**src/rtl/unv_pkg.sv**
```systemverilog
// Shared types and constants for the UTF-8 name validator.
// Used by unv_decode and utf8_name_validator_top; depends on nothing.

package unv_pkg;

   // Default length limit of a name in bytes
   localparam int MAX_NAME_BYTES_DEF = 64;

   // Lead byte ranges and masks
   localparam logic [7:0] CTRL_LIMIT   = 8'h20;
   localparam logic [7:0] DEL_CHAR     = 8'h7f;
   localparam logic [7:0] ASCII_LIMIT  = 8'h80;
   localparam logic [7:0] LEAD2_MASK   = 8'he0;
   localparam logic [7:0] LEAD2_CODE   = 8'hc0;
   localparam logic [7:0] LEAD3_MASK   = 8'hf0;
   localparam logic [7:0] LEAD3_CODE   = 8'he0;
   localparam logic [7:0] LEAD4_MASK   = 8'hf8;
   localparam logic [7:0] LEAD4_CODE   = 8'hf0;
   localparam logic [7:0] CONT_MASK    = 8'hc0;
   localparam logic [7:0] CONT_CODE    = 8'h80;

   // Code point limits
   localparam logic [20:0] MIN_CP_2B     = 21'h00080;
   localparam logic [20:0] MIN_CP_3B     = 21'h00800;
   localparam logic [20:0] MIN_CP_4B     = 21'h10000;
   localparam logic [20:0] MAX_CP        = 21'h10ffff;
   localparam logic [20:0] SURR_LOW      = 21'h0d800;
   localparam logic [20:0] SURR_HIGH     = 21'h0dfff;

   // Continuation bytes that a lead byte announces
   localparam logic [1:0] SEQ_NONE = 2'd0;
   localparam logic [1:0] SEQ_2B   = 2'd1;
   localparam logic [1:0] SEQ_3B   = 2'd2;
   localparam logic [1:0] SEQ_4B   = 2'd3;

   typedef struct packed {
      logic [1:0]  pending_count;
      logic [20:0] code_point;
      logic [1:0]  sequence_length;
      logic        error_seen;
   } dec_state_type;

endpackage

```
**src/rtl/unv_decode.sv**
```systemverilog
// Next-state logic of the UTF-8 decoder for one byte.
// Depends on unv_pkg for the state type and constants.

module unv_decode (
   input  unv_pkg::dec_state_type state,
   input  logic [7:0]             byte_value,
   input  logic                   last_byte,
   output unv_pkg::dec_state_type state_next,
   output logic                   error_out
);

   always_comb begin
      unv_pkg::dec_state_type s;
      logic [20:0]            cp;
      logic [1:0]             pend;
      s = state;
      cp = {state.code_point[14:0], byte_value[5:0]};
      pend = state.pending_count - 2'd1;
      if (state.pending_count == 2'd0) begin
         priority if (byte_value < unv_pkg::CTRL_LIMIT || byte_value == unv_pkg::DEL_CHAR) begin
            s.error_seen = 1'b1;
         end else if (byte_value < unv_pkg::ASCII_LIMIT) begin
            s = state;
         end else if ((byte_value & unv_pkg::LEAD2_MASK) == unv_pkg::LEAD2_CODE) begin
            s.pending_count   = unv_pkg::SEQ_2B;
            s.sequence_length = unv_pkg::SEQ_2B;
            s.code_point      = {16'd0, byte_value[4:0]};
         end else if ((byte_value & unv_pkg::LEAD3_MASK) == unv_pkg::LEAD3_CODE) begin
            s.pending_count   = unv_pkg::SEQ_3B;
            s.sequence_length = unv_pkg::SEQ_3B;
            s.code_point      = {17'd0, byte_value[3:0]};
         end else if ((byte_value & unv_pkg::LEAD4_MASK) == unv_pkg::LEAD4_CODE) begin
            s.pending_count   = unv_pkg::SEQ_4B;
            s.sequence_length = unv_pkg::SEQ_4B;
            s.code_point      = {18'd0, byte_value[2:0]};
         end else begin
            s.error_seen = 1'b1;
         end
      end else if ((byte_value & unv_pkg::CONT_MASK) != unv_pkg::CONT_CODE) begin
         // malformed continuation: drop the sequence
         s.error_seen    = 1'b1;
         s.pending_count = 2'd0;
      end else begin
         s.code_point    = cp;
         s.pending_count = pend;
         if (pend == 2'd0) begin
            if ((state.sequence_length == unv_pkg::SEQ_2B && cp < unv_pkg::MIN_CP_2B) ||
                (state.sequence_length == unv_pkg::SEQ_3B && cp < unv_pkg::MIN_CP_3B) ||
                (state.sequence_length == unv_pkg::SEQ_4B && cp < unv_pkg::MIN_CP_4B) ||
                cp > unv_pkg::MAX_CP ||
                (cp >= unv_pkg::SURR_LOW && cp <= unv_pkg::SURR_HIGH)) begin
               s.error_seen = 1'b1;
            end
         end
      end
      // truncated sequence at the end of the name
      if (last_byte && s.pending_count != 2'd0) begin
         s.error_seen = 1'b1;
      end
      error_out  = s.error_seen;
      state_next = last_byte ? '0 : s;
   end

endmodule

```
**src/rtl/utf8_name_validator_top.sv**
```systemverilog
// UTF-8 name validator: takes one byte per cycle while req_ready is high and gives one verdict per name.
// Latency: the verdict is valid in the cycle after the last byte's transaction.
// Throughput: one byte per cycle while req_ready is high; the decoder state is one register stage deep.
// req_ready drops only while a verdict waits in the output register unaccepted.
// Synchronous active-high reset clears decoder state, byte count and rsp_valid.
// Depends on unv_pkg and unv_decode.

module utf8_name_validator_top #(
   parameter int MAX_NAME_BYTES = unv_pkg::MAX_NAME_BYTES_DEF
) (
   input  logic       clock,
   input  logic       reset,
   input  logic       req_valid,
   output logic       req_ready,
   input  logic [7:0] req_byte_value,
   input  logic       req_last_byte,
   output logic       rsp_valid,
   input  logic       rsp_ready,
   output logic       rsp_name_valid
);

   localparam int CW = $clog2(MAX_NAME_BYTES + 2);
   localparam logic [CW-1:0] MAX_CNT = CW'(MAX_NAME_BYTES);

   unv_pkg::dec_state_type state_ff, state_in, dec_next;
   logic [CW-1:0] byte_count_ff, byte_count_in, count_step;
   logic          rsp_valid_ff, rsp_valid_in;
   logic          name_valid_ff, name_valid_in;
   logic          dec_error;
   logic          req_take;

   unv_decode u_decode (
      .state      (state_ff),
      .byte_value (req_byte_value),
      .last_byte  (req_last_byte),
      .state_next (dec_next),
      .error_out  (dec_error)
   );

   assign req_ready = !rsp_valid_ff || rsp_ready;
   assign req_take  = req_valid && req_ready;

   // saturate one past the limit
   assign count_step = (byte_count_ff <= MAX_CNT) ? byte_count_ff + CW'(1) : byte_count_ff;

   always_comb begin
      state_in      = state_ff;
      byte_count_in = byte_count_ff;
      rsp_valid_in  = rsp_valid_ff && !rsp_ready;
      name_valid_in = name_valid_ff;
      if (req_take) begin
         state_in      = dec_next;
         byte_count_in = req_last_byte ? '0 : count_step;
         if (req_last_byte) begin
            rsp_valid_in  = 1'b1;
            name_valid_in = !dec_error && count_step <= MAX_CNT;
         end
      end
   end

   always_ff @(posedge clock) begin
      if (reset) begin
         state_ff      <= '0;
         byte_count_ff <= '0;
         rsp_valid_ff  <= 1'b0;
      end else begin
         state_ff      <= state_in;
         byte_count_ff <= byte_count_in;
         rsp_valid_ff  <= rsp_valid_in;
      end
      name_valid_ff <= name_valid_in;
   end

   assign rsp_valid      = rsp_valid_ff;
   assign rsp_name_valid = name_valid_ff;

   a_clear_after_last: assert property (@(posedge clock) disable iff (reset)
      req_take && req_last_byte |=> state_ff == '0 && byte_count_ff == '0)
      else $error("state not cleared after end of name");

   a_count_bound: assert property (@(posedge clock) disable iff (reset)
      byte_count_ff <= MAX_CNT + CW'(1))
      else $error("byte count beyond saturation");

   a_rsp_source: assert property (@(posedge clock) disable iff (reset)
      $rose(rsp_valid_ff) |-> $past(req_take && req_last_byte))
      else $error("verdict without end of name");

   a_pending_bound: assert property (@(posedge clock) disable iff (reset)
      state_ff.pending_count != 2'd0 |-> state_ff.pending_count <= state_ff.sequence_length)
      else $error("pending count exceeds sequence length");

endmodule

```
**config.mk**
```make
export PLATFORM = sky130hd
export DESIGN_NAME = utf8_name_validator_top
export DESIGN_NICKNAME = d
export VERILOG_FILES = /design/src/rtl/unv_pkg.sv /design/src/rtl/unv_decode.sv /design/src/rtl/utf8_name_validator_top.sv
export SDC_FILE = /design/constraint.sdc
export NUM_CORES = 1
export LEC_CHECK = 0
export ABC_AREA = 1
export BUFFER_PORTS_ARGS = -buffer_cell sky130_fd_sc_hd__clkbuf_2
export CAP_MARGIN = 20
export CORE_MARGIN = 2
export CORE_UTILIZATION = 45
export DETAILED_ROUTE_END_ITERATION = 10
export HOLD_SLACK_MARGIN = 0.02
export PLACE_DENSITY = 0.62
export RECOVER_POWER = 50
export SYNTH_ARGS = -nofsm -noshare
export SYNTH_HDL_FRONTEND = slang
export SYNTH_SLANG_ARGS = --single-unit
export TNS_END_PERCENT = 5
```
**constraint.sdc**
```tcl
create_clock -name clock -period 1.9 [get_ports clock]
set_input_delay 0.57 -clock clock [delete_from_list [all_inputs] [get_ports clock]]
set_output_delay 0.57 -clock clock [all_outputs]
set_load 0.01 [all_outputs]
```
==> run_results.csv, run 1 <==
group,metric,value,unit
critical_path,worst-setup-path-type,"reg -> reg",
global_routing,use_met1,0.251,
floorplanning,design.die.area,4160,sq um
floorplanning,die_h,64.5,um
routing,remaining_drc_errors,0,
place,place_congestion,0.871,
global_routing,gr-total-overflow,0,
finish,mostFrequentLayoutCell,"nand2_1",
power,clockPowerShare,0.309,
hold_path,min_from,"state_ff[25]",
power,internal_power,0.888,mW
sta,finClkSkew,0.00958,ns
routing,drt_iter0_markers,108,
floorplanning,ios,16,
sta,slew_headroom,0.650,
sta,worst_slack,0.176,ns
sta,tightestPinTransition,0.525,ns
place,placement.io_buffers,15,
clocking,ctsRootBufferMaster,"clkbuf_4",
finish,final_core_utilization,0.540,
critical_path,critical_path.reg2reg.startpoint,"byte_count_ff[0]",
clocking,clk_pin_slew_worst_paths,0.08,ns
finish,mostFrequentLayoutCells,"nand2_1 (55), nor2_1 (29), dfxtp_1 (28), a21oi_1 (27), inv_1 (26)",
global_routing,grt_pass1_vias,1466,
floorplanning,core_region_area,3420,sq um
critical_path,cp_common_cell,"nand2_1",
synthesis,ys.flop_type,"dfxtp_1",
finish,flow.area_growth_from_synthesis,11.8,%
global_routing,globalRoute.busiestLayer,"met2",
clocking,cts_tree,"built",
sta,post-route-min-period,1.72,ns
sta,setup_viol_count_final,0,
global_routing,global_route_wire_length_before_repair,6450,um
floorplanning,std_cell_rows,21,
finish,seqCellArea,591,sq um
routing,firstDrtPassIters,4,
critical_path,worst_path_max_delay_cell,"dfxtp_1",
synthesis,ys_types,31,
clocking,post_cts_hold_buffer_count,0,
sta,timing_limited_maximum_frequency,580,MHz
power,net-switching-power,0.351,mW
clocking,setup_fix_buffers_added_after_clock_tree_synthesis,0,
critical_path,crit_path_start_kind,"flip-flop",
floorplanning,fp.dieW,64.5,um
synthesis,synthesis.nets,261,
finish,n_antenna_cell,0,
sta,final_hold_viol_count,0,
finish,filler_cell_count,367,
place,dp_worst_setup_slack,0.0549,ns
critical_path,critical_path.n_buffers_inverters,1,
routing,routed_wl,3560,um
critical_path,cp_data_arrival_time,1.91,ns
synthesis,synth.ff_latch_count,29,
critical_path,worst_path_largest_cell_delay,0.33,ns
hold_path,hold_path_class,"reg -> reg",
clocking,post_cts.resized_instances,0,
critical_path,worstPathMaxFanout,8,
synthesis,synth_area,1650,sq um
power,power.total,1.24,mW
sta,rsz0062_at_grt,"false",
finish,drive_above_1_share,0.158,
synthesis,number_of_enable_type_register_cells_in_the_synthesized_netlist,1,
clocking,cts_made_buffers,5,
global_routing,groute.layer.met3.usage,0.0573,
synthesis,synthesis.instances,244,
power,irDropWorstVdd,387,uV
routing,post_drt_via_cell_ratio,4.99,
routing,avgRoutedWirePerCell,11.4,um
sta,setup-tns-final,0,ns
power,sequentialPowerShare,0.530,
place,place.detailed.hpwl,2650,um
sta,drv_slew,0,
critical_path,cp-end-kind,"flip-flop",
synthesis,syn-mean-instance-area,6.76,sq um
global_routing,global_route.usage.total,0.198,
power,power.static_leakage,0.814,nW
global_routing,grt_start_max_net_pins,18,
floorplanning,start_util,0.483,
clocking,insertion_delay,0.33,ns
job,max_cap_violations,0,
clocking,cts_max_level,2,
clocking,clkSinkCount,29,
status,run_status,"complete, no violations",
synthesis,sequential_share_of_the_synthesized_area,0.358,
sta,timing.final.crit_share,0.908,
global_routing,antenna_found_initial,0,
power,swShare,0.283,
power,power_share_of_the_combinational_group,0.160,
routing,dr_total_vias,1557,
critical_path,worst_ep_required_time,2.09,ns
synthesis,ys_async_sr_fraction,0,
finish,multiInputGateArea,898,sq um
clocking,cts_max_path_buffers,2,
routing,ant_nets,0,
critical_path,top_family_by_delay_on_critical_path,"simple AND/OR/NAND/NOR gates",
critical_path,timing.critical_path.from,"byte_count_ff[0]",
finish,design.final.nets,283,
synthesis,ys.warnings.count,0,
critical_path,crit_chain,"inv_1, ha_1, nand3_1, nand2_2, or2_1, nand2_1, nand4_1, o21bai_1, nand2_1, nor2_1",
power,power_per_cell_area,672,nW/um^2
global_routing,globalRouteMet2Util,0.313,
synthesized netlist by cell type, types with 3 or more instances:
| cell type | count | share of area |
|---|---|---|
| a21oi_2 | 5 | 0.027 |
| dfxtp_1 | 28 | 0.34 |
| nand2_1 | 55 | 0.13 |
| nor2_1 | 29 | 0.066 |
| inv_1 | 25 | 0.057 |
| nor3_1 | 4 | 0.012 |
| o21ai_1 | 9 | 0.027 |
| nand3_1 | 12 | 0.036 |
| a21oi_1 | 27 | 0.082 |
| o21ai_0 | 10 | 0.030 |
| ha_1 | 4 | 0.030 |
| nand4_1 | 3 | 0.011 |
| clkbuf_1 | 3 | 0.0068 |
| nand2_2 | 5 | 0.019 |
| xor2_1 | 4 | 0.021 |
state kept, by name, summed over array words and instances, names as in the netlist:
name and cells:
state_ff 20, byte_count_ff 7, rsp_name_valid 1, rsp_valid 1
worst reg2reg max path: stages (launching register included):
cell      delay (ns)
dfxtp_1         0.33
inv_1           0.06
ha_1            0.20
nand3_1         0.11
nand2_2         0.12
or2_1           0.25
nand2_1         0.07
nand4_1         0.09
o21bai_1        0.21
nand2_1         0.09
nor2_1          0.08
layout make-up:
type,count,share of cell area
Tap cell,46,0.0312
Sequential cell,29,0.320
Clock buffer,7,0.0299
Inverter,28,0.0577
Multi-Input combinational cell,178,0.487
Timing Repair Buffer,24,0.0733
power by group through the flow:
stage	sequential [mW]	clock [mW]	combinational, mW
floorplan	0.668	0	0.143
global placement	0.670	0	0.201
detailed placement	0.671	0	0.202
CTS	0.657	0.400	0.203
global route	0.661	0.431	0.227
finish	0.657	0.383	0.198
cell families (layout without fill, tap and decap cells):
| family | Yosys count | in the layout | share of synthesized area |
|---|---|---|---|
| compound gates | 58 | 58 | 0.204 |
| xor+xnor | 4 | 4 | 0.0212 |
| fa+ha+maj | 4 | 4 | 0.0304 |
| buf+inv | 37 | 59 | 0.0971 |
| flops | 29 | 29 | 0.358 |
| simple gates | 112 | 112 | 0.289 |
routing by layer:
metal  up-vias  share of wire
met5         -              0
met4         0          0.023
met3         9          0.024
met2        19           0.44
met1       692           0.51
li1        837              -
worst paths after layout:
check / cells after the start / slack, ns / end
worst max-delay path: 10 / 0.18 / rsp_name_valid
worst min-delay path: 2 / 0.47 / state_ff[25]
worst max register to register: 10 / 0.18 / rsp_name_valid
worst min register to register: 2 / 0.47 / state_ff[25]
through the flow:
step / instances / hold slack (ns) / area [sq um]
5_1_grt: 312 / 0.497 / 1840
3_3_place_gp: 305 / 0.455 / 1800
4_1_cts: 312 / 0.479 / 1850
6_report: 312 / 0.472 / 1840
3_5_place_dp: 305 / 0.465 / 1800
2_1_floorplan: 244 / 0.444 / 1650
(Power assumes the default switching activity.)
==> run 2, diff against run 1 <==
Settings changed: CAP_MARGIN 20 to not set, CTS_BUF_LIST set to sky130_fd_sc_hd__clkbuf_8, RECOVER_POWER 50 to not set.
==> run_results.csv, run 2 (synthesized netlist as in run 1, its figures left out) <==
group,metric,value,unit
critical_path,cp_data_arrival_time,1.73,ns
critical_path,crit_path_start_kind,"flip-flop",
power,power_per_cell_area,722,nW/um^2
hold_path,hold_path_class,"reg -> reg",
global_routing,grt_pass1_vias,1460,
sta,setup-tns-final,0,ns
clocking,clk_pin_slew_worst_paths,0.06,ns
sta,finClkSkew,0.00518,ns
power,power.static_leakage,0.841,nW
routing,firstDrtPassIters,4,
power,swShare,0.266,
global_routing,antenna_found_initial,0,
finish,drive_above_1_share,0.177,
finish,final_core_utilization,0.551,
power,net-switching-power,0.361,mW
floorplanning,std_cell_rows,21,
sta,slew_headroom,0.708,
sta,timing.final.crit_share,0.892,
clocking,cts_made_buffers,5,
routing,post_drt_via_cell_ratio,4.96,
critical_path,worst_path_largest_cell_delay,0.40,ns
critical_path,critical_path.n_buffers_inverters,1,
floorplanning,fp.dieW,64.5,um
sta,setup_viol_count_final,0,
sta,worst_slack,0.205,ns
finish,flow.area_growth_from_synthesis,14.1,%
job,max_cap_violations,0,
finish,design.final.nets,283,
global_routing,global_route.usage.total,0.202,
sta,timing_limited_maximum_frequency,590,MHz
routing,ant_nets,0,
critical_path,worstPathMaxFanout,7,
global_routing,gr-total-overflow,0,
floorplanning,start_util,0.483,
floorplanning,design.die.area,4160,sq um
clocking,ctsRootBufferMaster,"clkbuf_8",
finish,n_antenna_cell,0,
routing,remaining_drc_errors,0,
critical_path,crit_chain,"inv_1, ha_1, o32ai_1, o21bai_1, o21ai_0, nand2_1, nor2_1",
finish,registers.top_by_ff_count,"state_ff",
sta,tightestPinTransition,0.437,ns
critical_path,worst_path_max_delay_cell,"dfxtp_1",
clocking,setup_fix_buffers_added_after_clock_tree_synthesis,0,
finish,cell_count_final_fillers_out,312,
global_routing,global_route_wire_length_before_repair,6480,um
clocking,cts_tree,"built",
place,dp_worst_setup_slack,0.0549,ns
clocking,insertion_delay,0.28,ns
clocking,cts_max_path_buffers,2,
critical_path,worst-setup-path-type,"reg -> reg",
power,sequentialPowerShare,0.484,
routing,drt_iter0_markers,108,
place,placement.io_buffers,15,
critical_path,cp-end-kind,"flip-flop",
clocking,post_cts_hold_buffer_count,0,
finish,mostFrequentLayoutCells,"nand2_1 (55), nor2_1 (29), dfxtp_1 (28), a21oi_1 (27), inv_1 (26)",
place,place_inst,305,
power,power_share_of_the_combinational_group,0.148,
critical_path,worst_ep_required_time,1.93,ns
floorplanning,ios,16,
status,run_status,"complete, no violations",
finish,mostFrequentLayoutCell,"nand2_1",
power,irDropWorstVdd,526,uV
routing,dr_total_vias,1547,
routing,avgRoutedWirePerCell,11.4,um
clocking,clkSinkCount,29,
sta,post-route-min-period,1.70,ns
finish,number_of_flip_flops_under_the_largest_register_name,20,
floorplanning,core_region_area,3420,sq um
clocking,post_cts.resized_instances,0,
floorplanning,die_h,64.5,um
sta,rsz0062_at_grt,"false",
power,internal_power,0.997,mW
power,power.total,1.36,mW
clocking,cts_max_level,2,
finish,filler_cell_count,360,
finish,reg.largest.list,"state_ff (20), byte_count_ff (7)",
place,place_congestion,0.871,
sta,drv_slew,0,
routing,routed_wl,3560,um
sta,final_hold_viol_count,0,
power,clockPowerShare,0.368,
critical_path,top_family_by_delay_on_critical_path,"compound AO/OA/AOI/OAI gates",
global_routing,grt_start_max_net_pins,18,
place,place.detailed.hpwl,2650,um
[run 2: changes by cell type in the layout (fill, tap and decap cells not counted), sizes merged]
cell and delta:
inv +1, buf +1, clkbuf -2
[run 2: per-stage QoR]
stage	hold WS, ns	cell area (sq um)
floorplan	0.444	1650
global placement	0.455	1800
detailed placement	0.465	1800
CTS	0.475	1880
global route	0.491	1880
finish	0.468	1880
[run 2: worst min-delay path, stage by stage, from the launching register on]
cell and delay, ns:
dfxtp_1 0.31, nand2_1 0.06, a21oi_1 0.05
[run 2: power groups by stage]
| stage | Sequential (mW) | Combinational, mW | Clock [mW] |
|---|---|---|---|
| 3_3_place_gp | 0.670 | 0.201 | 0 |
| 5_1_grt | 0.661 | 0.229 | 0.563 |
| 4_1_cts | 0.658 | 0.203 | 0.526 |
| 6_report | 0.658 | 0.201 | 0.501 |
| 2_1_floorplan | 0.668 | 0.143 | 0 |
| 3_5_place_dp | 0.671 | 0.202 | 0 |
[run 2: area by class of cell]
class / instances / area [sq um] / area share
multi-input combinational: 178 / 898 / 0.477
sequential: 29 / 591 / 0.314
inverter: 28 / 106 / 0.0565
timing repair buffer: 24 / 143 / 0.0758
clock inverter: 1 / 3.75 / 0.00199
tap: 46 / 57.6 / 0.0306
clock buffer: 6 / 82.6 / 0.0439
[run 2: layer usage]
| metal | routed length [um] | track usage | vias to the layer above |
|---|---|---|---|
| met3 | 114 | 0.0625 | 4 |
| li1 | - | - | 835 |
| met1 | 1780 | 0.255 | 692 |
| met5 | 0 | 0 | - |
| met4 | 57 | 0.0904 | 0 |
| met2 | 1610 | 0.316 | 16 |
[run 2: final timing paths]
path	start	slack [ns]	depth (start not counted)	end
max reg2reg	state_ff[24]	0.20	7	rsp_name_valid
max	state_ff[24]	0.20	7	rsp_name_valid
min reg2reg	state_ff[25]	0.47	2	state_ff[25]
min	state_ff[25]	0.47	2	state_ff[25]
